## config.mk

```make
export PLATFORM = sky130hd
export DESIGN_NAME = sse_event_stream_parser
export DESIGN_NICKNAME = d
export VERILOG_FILES = /design/src/hw/rtl/sse_pkg.sv /design/src/hw/rtl/sse_event_stream_parser.sv /design/src/hw/rtl/sse_front.sv /design/src/hw/rtl/sse_queue.sv /design/src/hw/rtl/sse_back.sv
export SDC_FILE = /design/constraint.sdc
export NUM_CORES = 1
export LEC_CHECK = 0
export BUFFER_PORTS_ARGS = -buffer_cell sky130_fd_sc_hd__buf_2
export CAP_MARGIN = 20
export CORE_UTILIZATION = 55
export CTS_CLUSTER_SIZE = 24
export DETAILED_ROUTE_END_ITERATION = 6
export GPL_ROUTABILITY_DRIVEN = 0
export PLACE_DENSITY = 0.75
export SKIP_CTS_REPAIR_TIMING = 1
export SYNTH_ARGS = -nofsm -noshare
export SYNTH_HDL_FRONTEND = slang
export SYNTH_SLANG_ARGS = --single-unit
```

## constraint.sdc

```tcl
create_clock -name clk -period 3.45 [get_ports clk]
set_clock_uncertainty 0.15 [all_clocks]
set_input_delay 0.69 -clock clk [delete_from_list [all_inputs] [get_ports clk]]
set_output_delay 0.69 -clock clk [all_outputs]
set_load 0.02 [all_outputs]
```

## src/hw/rtl/sse_pkg.sv

```systemverilog
// ----------------------------------------------------------------------------
// SSE parser package
// Result kinds, character codes and the item types passed between the
// front end, the result queue and the output stage.
// ----------------------------------------------------------------------------
package sse_pkg;

    // Result kinds as they appear on the output port.
    localparam logic [2:0] KIND_DATA_BYTE   = 3'd0;
    localparam logic [2:0] KIND_EVENT_START = 3'd1;
    localparam logic [2:0] KIND_EVENT_BYTE  = 3'd2;
    localparam logic [2:0] KIND_ID_START    = 3'd3;
    localparam logic [2:0] KIND_ID_BYTE     = 3'd4;
    localparam logic [2:0] KIND_DISPATCH    = 3'd5;

    // Stream characters with a special meaning.
    localparam logic [7:0] CHAR_CR    = 8'h0D;
    localparam logic [7:0] CHAR_LF    = 8'h0A;
    localparam logic [7:0] CHAR_COLON = 8'h3A;
    localparam logic [7:0] CHAR_SPACE = 8'h20;

    // One result item.
    typedef struct packed {
        logic [2:0] kind;
        logic [7:0] value;
        logic       event_flag;
        logic       has_id;
    } result_t;

    // All results caused by one input item (one or two).
    typedef struct packed {
        result_t first;
        result_t second;
        logic    two;
    } entry_t;

    // Read side of the result queue as seen by the output stage.
    typedef struct packed {
        logic   valid;
        entry_t entry;
    } queue_rd_t;

endpackage

```

## src/hw/rtl/sse_event_stream_parser.sv

```systemverilog
// An accepted item's results are written to the result queue, then loaded into the output register.
// Throughput: one item per cycle while in_stall is low; an item that causes two results (a line opening
// together with its first value byte) holds the single output register for both of them in turn.
// The result queue of QUEUE_DEPTH entries absorbs those bursts and output stalls.
// Reset: rst_n clears the line state, the queue and the output valid at once.
// ----------------------------------------------------------------------------
// SSE event stream parser
// Streaming server-sent events line parser: front end, result queue and
// output stage.
// ----------------------------------------------------------------------------
module sse_event_stream_parser #(
    parameter int QUEUE_DEPTH = 4
) (
    input  logic       clk,
    input  logic       rst_n,
    input  logic       in_valid,
    output logic       in_stall,
    input  logic       command,
    input  logic [7:0] byte_req,
    output logic       out_valid,
    input  logic       out_stall,
    output logic [2:0] kind,
    output logic [7:0] value,
    output logic       event_flag,
    output logic       has_id,
    output logic       last
);
    import sse_pkg::*;

    logic      queue_full;
    logic      push;
    entry_t    push_entry;
    logic      pop;
    queue_rd_t rd;

    // Front end: line state and result building.
    sse_front u_front (
        .clk        (clk),
        .rst_n      (rst_n),
        .in_valid   (in_valid),
        .in_stall   (in_stall),
        .command    (command),
        .byte_req   (byte_req),
        .queue_full (queue_full),
        .push       (push),
        .push_entry (push_entry)
    );

    // Queue between the two halves.
    sse_queue #(
        .DEPTH (QUEUE_DEPTH)
    ) u_queue (
        .clk        (clk),
        .rst_n      (rst_n),
        .push       (push),
        .push_entry (push_entry),
        .full       (queue_full),
        .pop        (pop),
        .rd         (rd)
    );

    // Output stage.
    sse_back u_back (
        .clk        (clk),
        .rst_n      (rst_n),
        .rd         (rd),
        .pop        (pop),
        .out_valid  (out_valid),
        .out_stall  (out_stall),
        .kind       (kind),
        .value      (value),
        .event_flag (event_flag),
        .has_id     (has_id),
        .last       (last)
    );

endmodule

```

## src/hw/rtl/sse_front.sv

```systemverilog
// ----------------------------------------------------------------------------
// SSE parser front end
// Accepts one stream byte or reset command per cycle unless stalled by a full
// queue, tracks the line state and builds the item's results as one queue entry.
// ----------------------------------------------------------------------------
module sse_front (
    input  logic            clk,
    input  logic            rst_n,
    input  logic            in_valid,
    output logic            in_stall,
    input  logic            command,
    input  logic [7:0]      byte_req,
    input  logic            queue_full,
    output logic            push,
    output sse_pkg::entry_t push_entry
);
    import sse_pkg::*;

    // Line phase codes.
    localparam logic [1:0] PH_NAME  = 2'd0;
    localparam logic [1:0] PH_COLON = 2'd1;
    localparam logic [1:0] PH_VALUE = 2'd2;

    // Field codes.
    localparam logic [1:0] FLD_NONE  = 2'd0;
    localparam logic [1:0] FLD_DATA  = 2'd1;
    localparam logic [1:0] FLD_EVENT = 2'd2;
    localparam logic [1:0] FLD_ID    = 2'd3;

    // Expected name character at a position, per template; zero past its end.
    function automatic logic [7:0] data_char(input logic [2:0] pos);
        logic [7:0] ch;
        case (pos)
            3'd0:    ch = 8'h64;
            3'd1:    ch = 8'h61;
            3'd2:    ch = 8'h74;
            3'd3:    ch = 8'h61;
            default: ch = 8'h00;
        endcase
        return ch;
    endfunction

    function automatic logic [7:0] event_char(input logic [2:0] pos);
        logic [7:0] ch;
        case (pos)
            3'd0:    ch = 8'h65;
            3'd1:    ch = 8'h76;
            3'd2:    ch = 8'h65;
            3'd3:    ch = 8'h6E;
            3'd4:    ch = 8'h74;
            default: ch = 8'h00;
        endcase
        return ch;
    endfunction

    function automatic logic [7:0] id_char(input logic [2:0] pos);
        logic [7:0] ch;
        case (pos)
            3'd0:    ch = 8'h69;
            3'd1:    ch = 8'h64;
            default: ch = 8'h00;
        endcase
        return ch;
    endfunction

    // Field selected by a finished name.
    function automatic logic [1:0] decide_field(input logic [2:0] len,
                                                input logic [2:0] hit_mask);
        logic [1:0] fld;
        if (len == 3'd4 && hit_mask[0])
            fld = FLD_DATA;
        else if (len == 3'd5 && hit_mask[1])
            fld = FLD_EVENT;
        else if (len == 3'd2 && hit_mask[2])
            fld = FLD_ID;
        else
            fld = FLD_NONE;
        return fld;
    endfunction

    logic [1:0] phase_reg,    phase_next;
    logic [2:0] name_cnt_reg, name_cnt_next;
    logic [2:0] matches_reg,  matches_next;
    logic [1:0] field_reg,    field_next;
    logic       started_reg,  started_next;
    logic       data_ne_reg,  data_ne_next;
    logic       ev_seen_reg,  ev_seen_next;
    logic       id_seen_reg,  id_seen_next;

    logic       accept;
    logic [1:0] fld;
    logic       open_vld;
    result_t    open_res;
    logic       byte_vld;
    result_t    byte_res;

    assign in_stall = queue_full;
    assign accept   = in_valid && !queue_full;

    // Next line state and the results of the current item.
    always_comb
    begin
        phase_next    = phase_reg;
        name_cnt_next = name_cnt_reg;
        matches_next  = matches_reg;
        field_next    = field_reg;
        started_next  = started_reg;
        data_ne_next  = data_ne_reg;
        ev_seen_next  = ev_seen_reg;
        id_seen_next  = id_seen_reg;
        open_vld      = 1'b0;
        open_res      = '0;
        byte_vld      = 1'b0;
        byte_res      = '0;
        fld           = field_reg;

        if (command)
        begin
            phase_next    = PH_NAME;
            name_cnt_next = 3'd0;
            matches_next  = 3'b111;
            field_next    = FLD_NONE;
            started_next  = 1'b0;
            data_ne_next  = 1'b0;
            ev_seen_next  = 1'b0;
            id_seen_next  = 1'b0;
        end
        else if (byte_req == CHAR_CR)
        begin
            // Carriage returns are dropped.
        end
        else if (byte_req == CHAR_LF)
        begin
            if (phase_reg == PH_NAME && name_cnt_reg == 3'd0)
            begin
                // Blank line: dispatch if anything was collected.
                if (data_ne_reg || ev_seen_reg || id_seen_reg)
                begin
                    open_vld            = 1'b1;
                    open_res.kind       = KIND_DISPATCH;
                    open_res.event_flag = ev_seen_reg;
                    open_res.has_id     = id_seen_reg;
                    data_ne_next        = 1'b0;
                    ev_seen_next        = 1'b0;
                    id_seen_next        = 1'b0;
                end
            end
            else
            begin
                if (phase_reg == PH_NAME)
                    fld = decide_field(name_cnt_reg, matches_reg);
                // Line end still owes its join or start mark.
                if (!started_reg)
                begin
                    if (fld == FLD_DATA && data_ne_reg)
                    begin
                        open_vld       = 1'b1;
                        open_res.kind  = KIND_DATA_BYTE;
                        open_res.value = CHAR_LF;
                    end
                    else if (fld == FLD_EVENT)
                    begin
                        open_vld      = 1'b1;
                        open_res.kind = KIND_EVENT_START;
                        ev_seen_next  = 1'b1;
                    end
                    else if (fld == FLD_ID)
                    begin
                        open_vld      = 1'b1;
                        open_res.kind = KIND_ID_START;
                        id_seen_next  = 1'b1;
                    end
                end
            end
            phase_next    = PH_NAME;
            name_cnt_next = 3'd0;
            matches_next  = 3'b111;
            field_next    = FLD_NONE;
            started_next  = 1'b0;
        end
        else if (phase_reg == PH_NAME)
        begin
            if (byte_req == CHAR_COLON)
            begin
                field_next = decide_field(name_cnt_reg, matches_reg);
                phase_next = PH_COLON;
            end
            else
            begin
                // Match the name byte against each template on the fly.
                if (name_cnt_reg >= 3'd4 || data_char(name_cnt_reg) != byte_req)
                    matches_next[0] = 1'b0;
                if (name_cnt_reg >= 3'd5 || event_char(name_cnt_reg) != byte_req)
                    matches_next[1] = 1'b0;
                if (name_cnt_reg >= 3'd2 || id_char(name_cnt_reg) != byte_req)
                    matches_next[2] = 1'b0;
                if (name_cnt_reg != 3'd7)
                    name_cnt_next = name_cnt_reg + 3'd1;
            end
        end
        else
        begin
            phase_next = PH_VALUE;
            // One space right after the colon is stripped.
            if (!(phase_reg == PH_COLON && byte_req == CHAR_SPACE) &&
                field_reg != FLD_NONE)
            begin
                if (!started_reg)
                begin
                    started_next = 1'b1;
                    if (field_reg == FLD_DATA)
                    begin
                        if (data_ne_reg)
                        begin
                            open_vld       = 1'b1;
                            open_res.kind  = KIND_DATA_BYTE;
                            open_res.value = CHAR_LF;
                        end
                    end
                    else if (field_reg == FLD_EVENT)
                    begin
                        open_vld      = 1'b1;
                        open_res.kind = KIND_EVENT_START;
                        ev_seen_next  = 1'b1;
                    end
                    else
                    begin
                        open_vld      = 1'b1;
                        open_res.kind = KIND_ID_START;
                        id_seen_next  = 1'b1;
                    end
                end
                byte_vld       = 1'b1;
                byte_res.value = byte_req;
                if (field_reg == FLD_DATA)
                begin
                    byte_res.kind = KIND_DATA_BYTE;
                    data_ne_next  = 1'b1;
                end
                else if (field_reg == FLD_EVENT)
                    byte_res.kind = KIND_EVENT_BYTE;
                else
                    byte_res.kind = KIND_ID_BYTE;
            end
        end
    end

    // Pack the item's results into one queue entry.
    always_comb
    begin
        push_entry = '0;
        if (open_vld)
        begin
            push_entry.first  = open_res;
            push_entry.second = byte_res;
            push_entry.two    = byte_vld;
        end
        else
        begin
            push_entry.first = byte_res;
        end
        push = accept && (open_vld || byte_vld);
    end

    // Line state registers.
    always_ff @(posedge clk or negedge rst_n)
    begin
        if (!rst_n)
        begin
            phase_reg    <= PH_NAME;
            name_cnt_reg <= 3'd0;
            matches_reg  <= 3'b111;
            field_reg    <= FLD_NONE;
            started_reg  <= 1'b0;
            data_ne_reg  <= 1'b0;
            ev_seen_reg  <= 1'b0;
            id_seen_reg  <= 1'b0;
        end
        else if (accept)
        begin
            phase_reg    <= phase_next;
            name_cnt_reg <= name_cnt_next;
            matches_reg  <= matches_next;
            field_reg    <= field_next;
            started_reg  <= started_next;
            data_ne_reg  <= data_ne_next;
            ev_seen_reg  <= ev_seen_next;
            id_seen_reg  <= id_seen_next;
        end
    end

endmodule

```

## src/hw/rtl/sse_queue.sv

```systemverilog
// ----------------------------------------------------------------------------
// SSE result queue
// Small FIFO of result entries between the front end and the output stage.
// ----------------------------------------------------------------------------
module sse_queue #(
    parameter int DEPTH = 4
) (
    input  logic               clk,
    input  logic               rst_n,
    input  logic               push,
    input  sse_pkg::entry_t    push_entry,
    output logic               full,
    input  logic               pop,
    output sse_pkg::queue_rd_t rd
);
    import sse_pkg::*;

    localparam int ADDR_W = (DEPTH > 1) ? $clog2(DEPTH) : 1;
    localparam int CNT_W  = $clog2(DEPTH + 1);

    entry_t              slots_reg [DEPTH];
    logic [ADDR_W-1:0]   wr_ptr_reg, wr_ptr_next;
    logic [ADDR_W-1:0]   rd_ptr_reg, rd_ptr_next;
    logic [CNT_W-1:0]    count_reg,  count_next;
    logic                do_push;
    logic                do_pop;

    assign full     = (count_reg == CNT_W'(DEPTH));
    assign rd.valid = (count_reg != '0);
    assign rd.entry = slots_reg[rd_ptr_reg];
    assign do_push  = push && !full;
    assign do_pop   = pop && rd.valid;

    // Pointer and count updates with wrap at the last slot.
    always_comb
    begin
        wr_ptr_next = wr_ptr_reg;
        rd_ptr_next = rd_ptr_reg;
        count_next  = count_reg;
        if (do_push)
            wr_ptr_next = (wr_ptr_reg == ADDR_W'(DEPTH - 1)) ? '0 : wr_ptr_reg + 1'b1;
        if (do_pop)
            rd_ptr_next = (rd_ptr_reg == ADDR_W'(DEPTH - 1)) ? '0 : rd_ptr_reg + 1'b1;
        if (do_push && !do_pop)
            count_next = count_reg + 1'b1;
        else if (do_pop && !do_push)
            count_next = count_reg - 1'b1;
    end

    // Control registers.
    always_ff @(posedge clk or negedge rst_n)
    begin
        if (!rst_n)
        begin
            wr_ptr_reg <= '0;
            rd_ptr_reg <= '0;
            count_reg  <= '0;
        end
        else
        begin
            wr_ptr_reg <= wr_ptr_next;
            rd_ptr_reg <= rd_ptr_next;
            count_reg  <= count_next;
        end
    end

    // Entry storage.
    always_ff @(posedge clk)
    begin
        if (do_push)
            slots_reg[wr_ptr_reg] <= push_entry;
    end

endmodule

```

## src/hw/rtl/sse_back.sv

```systemverilog
// ----------------------------------------------------------------------------
// SSE output stage
// Takes queue entries apart into single result items and holds each in an
// output register until the consumer takes it.
// ----------------------------------------------------------------------------
module sse_back (
    input  logic               clk,
    input  logic               rst_n,
    input  sse_pkg::queue_rd_t rd,
    output logic               pop,
    output logic               out_valid,
    input  logic               out_stall,
    output logic [2:0]         kind,
    output logic [7:0]         value,
    output logic               event_flag,
    output logic               has_id,
    output logic               last
);
    import sse_pkg::*;

    logic    out_valid_reg, out_valid_next;
    logic    sub_reg,       sub_next;
    result_t res_reg,       res_next;
    logic    last_reg,      last_next;
    logic    load;

    // Load a new result whenever the output register is free or being taken.
    always_comb
    begin
        load           = !out_valid_reg || !out_stall;
        out_valid_next = out_valid_reg;
        sub_next       = sub_reg;
        res_next       = res_reg;
        last_next      = last_reg;
        pop            = 1'b0;
        if (load)
        begin
            out_valid_next = rd.valid;
            if (rd.valid)
            begin
                res_next  = sub_reg ? rd.entry.second : rd.entry.first;
                last_next = sub_reg || !rd.entry.two;
                sub_next  = !sub_reg && rd.entry.two;
                pop       = sub_reg || !rd.entry.two;
            end
        end
    end

    // Control registers.
    always_ff @(posedge clk or negedge rst_n)
    begin
        if (!rst_n)
        begin
            out_valid_reg <= 1'b0;
            sub_reg       <= 1'b0;
        end
        else
        begin
            out_valid_reg <= out_valid_next;
            sub_reg       <= sub_next;
        end
    end

    // Payload registers.
    always_ff @(posedge clk)
    begin
        res_reg  <= res_next;
        last_reg <= last_next;
    end

    assign out_valid  = out_valid_reg;
    assign kind       = res_reg.kind;
    assign value      = res_reg.value;
    assign event_flag = res_reg.event_flag;
    assign has_id     = res_reg.has_id;
    assign last       = last_reg;

endmodule

```

# Word-level counts from Yosys, hierarchy flattened
# Memory sizes are Yosys's and may differ from the RTL's.
# Index checks and enable logic that the tools add are counted.
op_classes:
  n_addsub: 5
  n_mul: 0
  div_mod_pow: 0
  magnitude_cmp: 3
  n_eq_ne: 37
  n_shift: 0
  mux: 146
  bitwise: 0
  n_reduce_logical: 57
ops:
  columns: ["cell", "count"]
  rows:
  - ["2-to-1 mux 8 bit", 16]
  - ["2-to-1 mux 11 bit", 10]
  - ["2-to-1 mux 1 bit", 64]
  - ["2-to-1 mux 3 bit", 19]
  - ["2-to-1 mux 13 bit", 4]
  - ["2-to-1 mux 2 bit", 26]
  - ["nonzero test 3 bit", 10]
  - ["case mux 7 bit (4 select lines)", 1]
  - ["!= test 8 bit", 3]
  - ["case mux 7 bit (3 select lines)", 1]
  - ["!= test 4 bit (second input constant)", 5]
  - ["AND reduction 5 bit", 4]
  - ["== test 8 x 4 -> 1 bit (second input constant)", 2]
  - ["== test 8 x 6 -> 1 bit (second input constant)", 2]
  - ["!= test 3 bit (second input constant)", 5]
  - ["logical AND 1 bit", 14]
  - ["2-to-1 mux 14 bit", 1]
  - ["case mux 7 bit (2 select lines)", 1]
  - ["2-to-1 mux 4 bit", 3]
  - ["!= test 3 x 2 -> 1 bit (second input constant)", 4]
  - ["AND reduction 12 bit", 1]
  - ["AND reduction 11 bit", 1]
  - ["== test 2 bit (second input constant)", 5]
  - ["== test 3 bit (second input constant)", 3]
  - ["other kinds (20)", 43]
totals:
  reg_bits: 37
  latchBits: 0
  mem_bits_rw: 108
  romBits: 0
  input_bits: 13
  out_inout_bits: 16
  word_cells: 269
  memories: 1
mem_list:
  columns: ["name", "depth", "width", "rd", "rd_clocked_by_memory_dff", "wr", "line", "text"]
  rows:
  - ["u_queue.slots_reg", 4, 27, 1, 0, 1, "sse_queue.sv:21", "entry_t slots_reg [DEPTH];"]

# Longest topological paths before layout
# Gate-level depths: netlist of the first run.
depth:
  ltp_word: 26
  mapped_depth: 13
  depth_no_buf: 13

# Cells and area by module
# From an unflattened synthesis of the first run, not the netlist that was laid out.
unflattened:
  hier_cells: 435
  area_unflattened_um2: 6899.1
modules_own_cells:
  columns: ["mod", "n_inst", "cells_each", "area_per_inst_um2", "seq_area_each_um2"]
  rows:
  - ["sse_queue", 1, 178, 4364.2, 3418.3]
  - ["sse_front", 1, 220, 1808.0, 354.1]
  - ["sse_back", 1, 37, 726.9, 470.5]

# Worst setup path before layout of the first run
# OpenSTA, ideal clock, no wires.
synth_timing:
  kind: "in2reg"
  from: "in byte_req[4]"
  to: "reg u_queue.count_reg[2]"
  setup_ps: 79
  arrival_time_ps: 3836
  required_time_ps: 3221
  slack_ps: -615
  stages: 13
  n_path_buf: 2
  cell_sequence: "buf_6 or4_4 or4_1 buf_2 or3_4 o22a_4 a21oi_4 ha_1 inv_1 fa_1 xor2_1 nor2_1 xor2_1"
synth_between:
  elab_chain_cells: 15
  elab_cells_between_ends: 24
  classes_between: "eq/ne: 3; mux: 11; reduce/logical: 10"
synth_rtl:
  columns: ["item", "line", "text"]
  rows:
  - ["start: declaration", "sse_event_stream_parser.sv:19", "input logic [7:0] byte_req,"]
  - ["== test 8 x 6 -> 1 bit", "sse_front.sv:205", "if (!(phase_reg == PH_COLON && byte_req == CHAR_SPACE) &&"]
  - ["logical AND 1 bit", "sse_front.sv:205", null]
  - ["zero test 1 bit", "sse_front.sv:205", null]
  - ["logical AND 1 bit", "sse_front.sv:205", null]
  - ["2-to-1 mux 1 bit", "sse_front.sv:205", null]
  - ["2-to-1 mux 1 bit", "sse_front.sv:181", "else if (phase_reg == PH_NAME)"]
  - ["2-to-1 mux 1 bit", "sse_front.sv:132", "else if (byte_req == CHAR_LF)"]
  - ["2-to-1 mux 1 bit", "sse_front.sv:128", "else if (byte_req == CHAR_CR)"]
  - ["2-to-1 mux 1 bit", "sse_front.sv:117", "if (command)"]
  - ["logical OR 1 bit *", "sse_front.sv:262", "push = accept && (open_vld || byte_vld);"]
  - ["logical AND 1 bit *", "sse_front.sv:262", null]
  - ["logical AND 1 bit *", "sse_queue.sv:31", "assign do_push = push && !full;"]
  - ["net u_queue.do_push", "sse_queue.sv:25", "logic do_push;"]
  - ["zero test 1 bit", "sse_queue.sv:46", "else if (do_pop && !do_push)"]
  - ["logical AND 1 bit", "sse_queue.sv:46", null]
  - ["nonzero test 2 bit (no line)", null, null]
  - ["end signal: assignment", "sse_queue.sv:63", "count_reg <= count_next;"]
  - ["end: declaration", "sse_queue.sv:24", "logic [CNT_W-1:0] count_reg, count_next;"]
# The timed path passes the listed nets; every way through them passes the cells marked *.
# A chain may end at the register's enable or synchronous reset.

# Worst setup path after layout of the first run
layout_timing:
  from: "in byte_req[6]"
  to: "reg u_queue.count_reg[2]"
# The elaborated chain is that of the path after synthesis.

==> results_dict.tcl, run 1 <==
set metrics [dict create \
    drv_cap 0 \
    initial_core_util_pct 56.8 \
    die_h_um 108 \
    die_w_um 108 \
    antenna_found_initial 0 \
    worstSetupStartpoint "byte_req[6]" \
    drive_gt1_share_pct 30.8 \
    r2r-start "u_front.name_cnt_reg[1]$_DFFE_PN0P_" \
    yosys_warnings 0 \
    clock_tree.root_cell "clkbuf_8" \
    synth_common_cells "edfxtp_1 (110), nand2_1 (33), nor2_1 (30)" \
    max_freq_mhz 302 \
    hold_violations 0 \
    dp_hpwl_um 8300 \
    largest_register_ffs 96 \
    cp-endpoint "u_queue.count_reg[2]$_DFFE_PN0P_" \
    io_buffers 28 \
    reg2reg_slack_ns 0.22 \
    grt_pass1_wl_um 20300 \
    drtIter0Drc 264 \
    vdd.ir_drop.worst_uv 379 \
    final_max_slew_viol_count 0 \
    finalCriticalPeriod_ns 3.31 \
    worstSetupEndpointType "flop" \
    synth.area.top_cells "edfxtp_1 (53%), mux4_2 (8.7%), dfrtp_1 (8.1%), ha_1 (3.2%), mux2_2 (2.4%)" \
    wirelength_um 12600 \
    area_growth_pct 18.4 \
    cp_max_fo 2 \
    async_reset_ff_share_pct 17.3 \
    postRouteAntennaNets 0 \
    grt_max_degree 27 \
    fin_tns_setup_ns 0 \
    crit_type "input pin to flop" \
    cts_buffers 17 \
    syn_inst 428 \
    via_per_inst 6.02 \
    max_slew_margin_pct 32.1 \
    place_ws_ns -0.360 \
    fin_worst_hold_slack_ns 0.0151 \
    syn_nets 458 \
    critPathLaunchType "input pin" \
    top_level_ports 29 \
    synthMostInstantiatedCell "edfxtp_1" \
    cts_tree "built" \
    min_period_over_period_pct 96.0 \
    status "completed" \
    ys_seq_area_share_pct 62.7 \
    clkTransAtPathRegs_ns 0.06 \
    yosysTopAreaCell "edfxtp_1" \
    dr.pass1.iters 5 \
    cts.sinks 133 \
    core_area_um2 10900 \
    ys_ff_latch 133 \
    syn-cell-area_um2 6190 \
    die_area_um2 11700 \
    grt.overflow.total 0 \
    groute.usage.overall_pct 23.8 \
    worst_ep_arrival_time_ns 3.59 \
    row_count 38 \
    clk_latency_ns 0.51 \
    synth.avg_cell_area_um2 14.5 \
    hp-class "input pin to asynchronous set/reset pin" \
    worst_pin_slew_ns 1.02 \
    rr_endpoint "u_queue.count_reg[1]$_DFFE_PN0P_" \
    setup_ws_ns 0.138 \
    fin_util_pct 67.3 \
    rsz0062_at_grt "no" \
    wl_per_cell_um 19.7 \
    clockBufferDepth 2 \
    diodes 0 \
    setup_viol 0 \
    synth.distinct_cells 67 \
    drc 0 \
    power_density_nw_per_um2 655 \
    grt_pass1_vias 3897 \
    nets 515 \
    required_ns 3.73 \
    reg2reg_depth 11 \
    synth-main-ff-cell "edfxtp_1" \
    synth-edff-count 110 \
    power_leakage_nw 2.93 \
    htreeDepth 4 \
    vias 3833 \
    finalPower_mw 4.80 \
    synth_top_area_share_pct 53.4 \
    n_fill_cell 731 \
]
[worst max-delay path: stages]
cell     delay [ns]
buf_2          0.11
or4_4          0.54
or4_4          0.53
or3_4          0.35
o22a_4         0.22
a21oi_4        0.13
ha_2           0.20
inv_2          0.04
fa_2           0.33
xor2_1         0.15
nor2_1         0.13
xor2_1         0.17
[metrics by stage]
| step | area [um2] | instances |
|---|---|---|
| after floorplan | 6210 | 428 |
| final | 7330 | 637 |
| after detailed placement | 6720 | 606 |
| after CTS | 7320 | 637 |
| after global routing | 7330 | 637 |
| after global placement | 6720 | 606 |
[final cells by class]
type,count,area (um2),share of cell area [%]
clock buffers,17,414,5.65
clock inverters,14,178,2.42
well taps,140,175,2.39
flip-flops and latches,133,3880,53.0
inverters,12,45.0,0.615
multi-input cells,262,2200,30.0
repair buffers,59,435,5.94
[logic make-up (layout without fill, tap and decap cells)]
logic type | after synthesis | count (layout) | share of synthesized area (%)
muxes | 42 | 42 | 12.1
buffers and inverters | 33 | 102 | 2.16
adders and majority gates | 17 | 17 | 3.56
DFF | 133 | 133 | 62.7
AOI/OAI and AO/OA | 55 | 55 | 6.43
and+or+nand+nor | 141 | 141 | 12.1
xor gates and xnor gates | 7 | 7 | 0.991
[placed cells by master, fill, tap and decap left out, types with 4 or more instances in the layout]
master / Yosys / layout
mux4_2: 24 / 24
inv_1: 12 / 11
buf_4: 0 / 26
edfxtp_1: 110 / 110
xor2_1: 4 / 4
a31oi_1: 5 / 5
mux2_2: 13 / 13
buf_2: 2 / 28
clkbuf_16: 0 / 16
a21oi_1: 9 / 8
nor4_1: 5 / 5
buf_12: 0 / 5
nor2_1: 30 / 30
and2_1: 15 / 15
nand2b_1: 6 / 6
ha_1: 16 / 15
o31ai_1: 5 / 5
nand2_1: 33 / 33
nor2b_1: 7 / 7
dfrtp_1: 20 / 20
and2_2: 6 / 6
nor3_1: 10 / 10
nand3_1: 8 / 8
o21ai_0: 11 / 11
clkinv_4: 0 / 4
[per-layer routing]
| layer | vias to the layer above | GRT usage [%] | part of all wire, % |
|---|---|---|---|
| met2 | 144 | 40.9 | 51 |
| met3 | 15 | 5.30 | 5.8 |
| met5 | - | 0 | 0 |
| li1 | 1750 | - | - |
| met1 | 1924 | 30.3 | 42 |
| met4 | 0 | 6.95 | 1.0 |
[report_power, final]
part,total [mW],switching [mW],internal [mW]
logic,1.06,0.637,0.428
registers,1.94,0.0725,1.87
clock network,1.79,0.687,1.10
total,4.80,1.40,3.40
[worst min path at each step]
stage	startpoint	endpoint	slack, ns	cells after the start
2_1_floorplan	rst_n	u_back.out_valid$_DFFE_PN0N_	0.24	0
3_3_place_gp	u_queue.count_reg[2]$_DFFE_PN0P_	u_queue.count_reg[2]$_DFFE_PN0P_	0.32	1
3_5_place_dp	u_queue.count_reg[2]$_DFFE_PN0P_	u_queue.count_reg[2]$_DFFE_PN0P_	0.34	1
4_1_cts	rst_n	u_queue.count_reg[2]$_DFFE_PN0P_	0.02	1
5_1_grt	rst_n	u_front.started_reg$_DFFE_PN0P_	0.05	1
6_report	rst_n	u_front.started_reg$_DFFE_PN0P_	0.02	1
No activity file was read; power rests on OpenSTA's default activity.
==> inputs of run 2 (changes only) <==
Settings changed: ABC_AREA set to 1.
==> run 2 against run 1 <==
Net effect: total power is 22% higher; fmax is 3.5% higher; setup slack improved by 0.11 ns; cell area is essentially flat; hold slack better by 0.085 ns; non-clock buffer count shrank 14; via count grew 19%; routed wire length increased by 10%; critical path type is now flop to flop; sequential share of layout area hardly changed; global-route usage rose by 2.1 points.
==> results_dict.tcl, run 2 <==
set metrics [dict create \
    drc 0 \
    synth_simple_gate_area_share_pct 20.1 \
    yosys_warnings 0 \
    finalCriticalPeriod_ns 3.20 \
    initial_core_util_pct 57.6 \
    wl_per_cell_um 17.3 \
    antenna_found_initial 0 \
    drt-met1-wl_um 5900 \
    synth_xor_area_share_pct 0.686 \
    cts.sinks 133 \
    synthAdderAreaFrac_pct 3.45 \
    synth-edff-count 110 \
    hp-class "input pin to asynchronous set/reset pin" \
    reg2reg_depth 20 \
    max_freq_mhz 312 \
    synthMostInstantiatedCell "nor2_1" \
    grt.overflow.total 0 \
    required_ns 3.60 \
    top_layer "met4" \
    power_leakage_nw 2.94 \
    clockBufferDepth 2 \
    final_common_cell "nor2_1" \
    clk_latency_ns 0.42 \
    synth_mux_area_share_pct 0.353 \
    reg2reg_slack_ns 0.25 \
    wirelength_um 13900 \
    max_slew_margin_pct 57.6 \
    drtIter0Drc 268 \
    setup_viol 0 \
    grt_pass1_vias 4625 \
    synth.avg_cell_area_um2 10.6 \
    via_per_inst 5.69 \
    r2r-start "u_front.name_cnt_reg[1]$_DFFE_PN0P_" \
    area_growth_pct 14.8 \
    rr_endpoint "u_queue.count_reg[2]$_DFFE_PN0P_" \
    clock_tree.root_cell "clkbuf_16" \
    dr.pass1.iters 5 \
    cp_max_fo 7 \
    worst_ep_arrival_time_ns 3.35 \
    fin_tns_setup_ns 0 \
    postRouteAntennaNets 0 \
    synth-main-ff-cell "edfxtp_1" \
    wl_met2_um 7050 \
    nets 680 \
    worstSetupEndpointType "flop" \
    synth_top_area_share_pct 51.7 \
    yosysTopAreaCell "edfxtp_1" \
    htreeDepth 4 \
    hold_violations 0 \
    seqCellArea_um2 3880 \
    row_count 38 \
    crit_type "flop to flop" \
    critPathLaunchType "flop" \
    cp-endpoint "u_queue.count_reg[2]$_DFFE_PN0P_" \
    dp_hpwl_um 9080 \
    drive_gt1_share_pct 19.9 \
    vias 4568 \
    drv_cap 0 \
    final_cell_mix "nor2_1 (117), edfxtp_1 (110), o21ai_0 (62), nand2_1 (60), inv_1 (47)" \
    syn_nets 635 \
    status "completed" \
    wl_met3_um 672 \
    grt_max_degree 43 \
    synth_common_cells "nor2_1 (117), edfxtp_1 (110), o21ai_0 (62)" \
    groute.usage.overall_pct 25.9 \
    cts_buffers 17 \
    synth_compound_area_share_pct 10.1 \
    die_h_um 110 \
    diodes 0 \
    synth_top_family_by_area "simple AND/OR/NAND/NOR gates" \
    rsz0062_at_grt "no" \
    n_fill_cell 830 \
    syn-cell-area_um2 6390 \
    top_level_ports 29 \
    clkTransAtPathRegs_ns 0.06 \
    grt_pass1_wl_um 22700 \
    worstSetupStartpoint "u_front.name_cnt_reg[1]$_DFFE_PN0P_" \
    async_reset_ff_share_pct 17.3 \
    core_area_um2 11100 \
    multi_input_area_um2 2210 \
    power_density_nw_per_um2 801 \
    synth.area.top_cells "edfxtp_1 (52%), dfrtp_1 (7.8%), nor2_1 (6.9%), o21ai_0 (4.9%), nand2_1 (3.5%)" \
    vdd.ir_drop.worst_uv 811 \
    synth.distinct_cells 48 \
    finalPower_mw 5.87 \
    io_buffers 28 \
    worst_pin_slew_ns 0.636 \
    largest_register_ffs 96 \
    cts_tree "built" \
    min_period_over_period_pct 92.8 \
    syn_inst 605 \
    ys_seq_area_share_pct 60.8 \
    final_max_slew_viol_count 0 \
    die_w_um 110 \
    ys_ff_latch 133 \
    die_area_um2 12000 \
]
[run 2: cell count changes after synthesis, sizes merged, moves of 4 or more]
cell / change
nand2b: -6
and2: -21
o31ai: -4
nand2: +41
mux4: -24
nor2: +113
o21ai: +58
mux2: -13
a31oi: +6
nor2b: -7
inv: +39
nand3: +22
o22ai: +13
[run 2: how the worst min path moves through the flow]
stage | endpoint | slack, ns | depth (start not counted)
floorplan | u_back.out_valid$_DFFE_PN0N_ | 0.24 | 0
global placement | u_front.matches_reg[1]$_DFFE_PN1P_ | 0.30 | 2
detailed placement | u_front.ev_seen_reg$_DFFE_PN0P_ | 0.31 | 2
CTS | u_front.ev_seen_reg$_DFFE_PN0P_ | 0.11 | 1
global route | u_front.ev_seen_reg$_DFFE_PN0P_ | 0.15 | 1
finish | u_queue.count_reg[2]$_DFFE_PN0P_ | 0.10 | 1
[run 2: stage by stage]
step	instances	setup slack [ns]	util [%]	cell area [um2]	hold slack, ns
global placement	771	0.177	60.8	6740	0.304
detailed placement	771	0.0894	60.8	6740	0.310
global route	803	0.0393	66.2	7330	0.145
CTS	803	0.231	66.2	7330	0.112
floorplan	605	0.445	-	6390	0.244
finish	803	0.249	66.2	7330	0.101
[run 2: layer usage]
layer,track usage [%],vias to the layer above
li1,-,2182
met1,31.5,2223
met2,44.7,138
met3,6.34,25
met4,9.33,0
met5,0,-
[run 2: power by group]
part,switching (mW),internal [mW],total (mW)
sequential,0.157,2.02,2.18
combinational,1.28,0.617,1.90
clock,0.662,1.13,1.79
[run 2: cell families (layout without fill, tap and decap cells)]
| family | count (synthesis) | count (layout) |
|---|---|---|
| AND/OR/NAND/NOR | 264 | 264 |
| buffers and inverters | 72 | 130 |
| adder cells (fa/ha/maj) | 17 | 17 |
| multiplexers | 2 | 2 |
| XOR/XNOR | 5 | 5 |
| AO/OA/AOI/OAI | 112 | 112 |
| flip-flops | 133 | 133 |
[run 2: cell type report]
type / count / area share, %
Clock buffer: 18 / 5.86
Clock inverter: 14 / 2.20
Inverter: 53 / 2.73
Multi-Input combinational cell: 400 / 30.2
Sequential cell: 133 / 53.0
Tap cell: 140 / 2.39
Timing Repair Buffer: 45 / 3.65
[run 2: worst max-delay path, cell delays in order (launching register included)]
cell     delay [ns]
dfrtp_1        0.44
inv_1          0.18
ha_1           0.25
nand3_1        0.10
nand2_1        0.11
nand3_1        0.08
nand2_1        0.15
nand2_2        0.08
nand2_2        0.08
nor2_4         0.05
nand2_4        0.08
nand2_4        0.06
nand2_4        0.09
nand2_8        0.07
inv_1          0.06
ha_1           0.13
inv_1          0.07
fa_1           0.43
a21oi_1        0.14
o21ai_0        0.12
xor2_1         0.15
==> inputs of run 3 (changes only) <==
Settings changed: CELL_PAD_IN_SITES_DETAIL_PLACEMENT set to 1, CELL_PAD_IN_SITES_GLOBAL_PLACEMENT set to 2, CORE_UTILIZATION 55 to 37, PLACE_DENSITY 0.75 to 0.76.
==> run 3 against run 2 <==
Net effect: global-route usage down 6.6 points; fmax about the same; register-to-register slack about the same; core utilization down 21 points; via count down 2.3%.
==> results_dict.tcl, run 3 (synthesis results as in run 2) <==
set metrics [dict create \
    cts_buffers 17 \
    pwr-share-comb_pct 32.0 \
    critPathBufInv 3 \
    die_w_um 133 \
    critPathLaunchType "flop" \
    grt_pass1_vias 4819 \
    required_ns 3.59 \
    wirelength_um 15900 \
    diodes 0 \
    fin_area_um2 7500 \
    max_slew_margin_pct 60.6 \
    reg2reg_depth 20 \
    groute.usage.overall_pct 19.3 \
    max_freq_mhz 312 \
    io_buffers 28 \
    finalCriticalPeriod_ns 3.20 \
    finalPower_mw 5.95 \
    grt_pass1_wl_um 25600 \
    grt_max_degree 41 \
    cts_tree "built" \
    dr.pass1.iters 4 \
    htreeDepth 4 \
    crit_chain "inv_1 -> ha_1 -> nand3_1 -> nand2_1 -> nand3_1 -> nand2_1 -> nand2_2 -> nand2_2 -> nor2_4 -> nand2_4 -> nand2_4 -> nand2_4 -> nand2_8 -> inv_1 -> ha_1 -> inv_1 -> fa_1 -> a21oi_1 -> o21ai_0 -> xor2_1" \
    netSwitchingFraction_pct 36.5 \
    nets 681 \
    initial_core_util_pct 38.2 \
    worstSetupStartpoint "u_front.name_cnt_reg[0]$_DFFE_PN0P_" \
    seq_power_share_pct 36.8 \
    clockBufferDepth 2 \
    status "completed" \
    rsz0062_at_grt "no" \
    rr_endpoint "u_queue.count_reg[2]$_DFFE_PN0P_" \
    vdd.ir_drop.worst_uv 376 \
    max_stage_delay_ns 0.44 \
    cp-endpoint "u_queue.count_reg[2]$_DFFE_PN0P_" \
    min_period_over_period_pct 92.8 \
    clk_latency_ns 0.41 \
    reg2reg_slack_ns 0.25 \
    multi_input_area_um2 2210 \
    row_count 47 \
    wl_per_cell_um 18.0 \
    grtUsageMet1_pct 23.7 \
    worst_pin_slew_ns 0.592 \
    power_leakage_nw 2.96 \
    final_max_slew_viol_count 0 \
    setup_viol 0 \
    n_fill_cell 1859 \
    clkTransAtPathRegs_ns 0.06 \
    r2r-start "u_front.name_cnt_reg[0]$_DFFE_PN0P_" \
    internal_power_mw 3.78 \
    use_met2_pct 34.4 \
    power_density_nw_per_um2 793 \
    grt.overflow.total 0 \
    cts.sinks 133 \
    clock_tree.root_cell "clkbuf_16" \
    p_clk_share_pct 31.1 \
    drtIter0Drc 135 \
    die_h_um 133 \
    instances_no_fill 884 \
    final_cell_mix "nor2_1 (117), edfxtp_1 (110), o21ai_0 (62), nand2_1 (60), inv_1 (46)" \
    postRouteAntennaNets 0 \
    vias 4461 \
    seqCellArea_um2 3880 \
    grt_busiest_layer "met2" \
    dp.cells 852 \
    cp_max_fo 7 \
    crit_family "simple AND/OR/NAND/NOR gates" \
    grt_use_met3_pct 4.26 \
    drive_gt1_share_pct 20.3 \
    area_growth_pct 17.5 \
    antenna_found_initial 0 \
    crit_type "flop to flop" \
    slowest_stage "fa_1" \
    dp_hpwl_um 10700 \
    fin_tns_setup_ns 0 \
    die_area_um2 17800 \
    final_common_cell "nor2_1" \
    post_dp_cell_area_um2 6900 \
    worstSetupEndpointType "flop" \
    worst_ep_arrival_time_ns 3.34 \
    hold_violations 0 \
    drc 0 \
    switching_power_mw 2.17 \
    largest_register_ffs 96 \
    top_level_ports 29 \
    drv_cap 0 \
    critical_path_cell_count 20 \
    core_area_um2 16700 \
    hp-class "input pin to asynchronous set/reset pin" \
    via_per_inst 5.05 \
]
run 3: cell types whose count changed in the layout (fill, tap and decap cells not counted):
cell and change:
buf_12 +4, buf_4 -3, clkinv_2 -2, inv_6 +2
clkinv_1 -1, inv_1 -1, inv_2 +1, inv_8 +1
run 3: power groups by stage:
| stage | clock [mW] | sequential [mW] | combinational [mW] |
|---|---|---|---|
| 2_1_floorplan | 0 | 2.29 | 1.24 |
| 3_3_place_gp | 0 | 2.21 | 1.87 |
| 3_5_place_dp | 0 | 2.23 | 1.92 |
| 4_1_cts | 1.89 | 2.20 | 1.93 |
| 5_1_grt | 1.94 | 2.23 | 2.15 |
| 6_report | 1.85 | 2.19 | 1.91 |
run 3: worst register-to-register path, stage by stage (launching register included):
cell,delay (ns)
dfrtp_1,0.42
inv_1,0.15
ha_1,0.24
nand3_1,0.15
nand2_1,0.11
nand3_1,0.08
nand2_1,0.16
nand2_2,0.08
nand2_2,0.08
nor2_4,0.05
nand2_4,0.08
nand2_4,0.06
nand2_4,0.09
nand2_8,0.07
inv_1,0.07
ha_1,0.13
inv_1,0.07
fa_1,0.44
a21oi_1,0.15
o21ai_0,0.11
xor2_1,0.15
run 3: metal layers:
layer | wire [um] | part of all wire (%) | vias to the layer above
li1 | - | - | 2180
met1 | 7110 | 45 | 2225
met2 | 8250 | 52 | 46
met3 | 409 | 2.6 | 10
met4 | 125 | 0.79 | 0
met5 | 0 | 0 | -
run 3: worst min path at each step:
stage	endpoint	slack [ns]
after floorplan	u_back.out_valid$_DFFE_PN0N_	0.24
after global placement	u_front.matches_reg[1]$_DFFE_PN1P_	0.31
after detailed placement	u_front.matches_reg[0]$_DFFE_PN1P_	0.31
after CTS	u_front.started_reg$_DFFE_PN0P_	0.15
after global routing	u_front.started_reg$_DFFE_PN0P_	0.16
final	u_front.data_ne_reg$_DFFE_PN0P_	0.13
run 3: final cells by class:
cell class,count,share of cell area (%)
clock buffers,18,5.72
clock inverters,14,2.35
inverters,53,2.67
multi-input cells,400,29.5
flip-flops and latches,133,51.8
well taps,220,3.67
repair buffers,46,4.34
run 3: stage by stage:
step	setup slack, ns	utilization, %	hold WS, ns
after floorplan	0.445	-	0.244
final	0.249	44.9	0.130
after CTS	0.238	44.9	0.148
after global placement	0.119	41.3	0.306
after detailed placement	0.0424	41.3	0.307
after global routing	0.0113	44.9	0.157
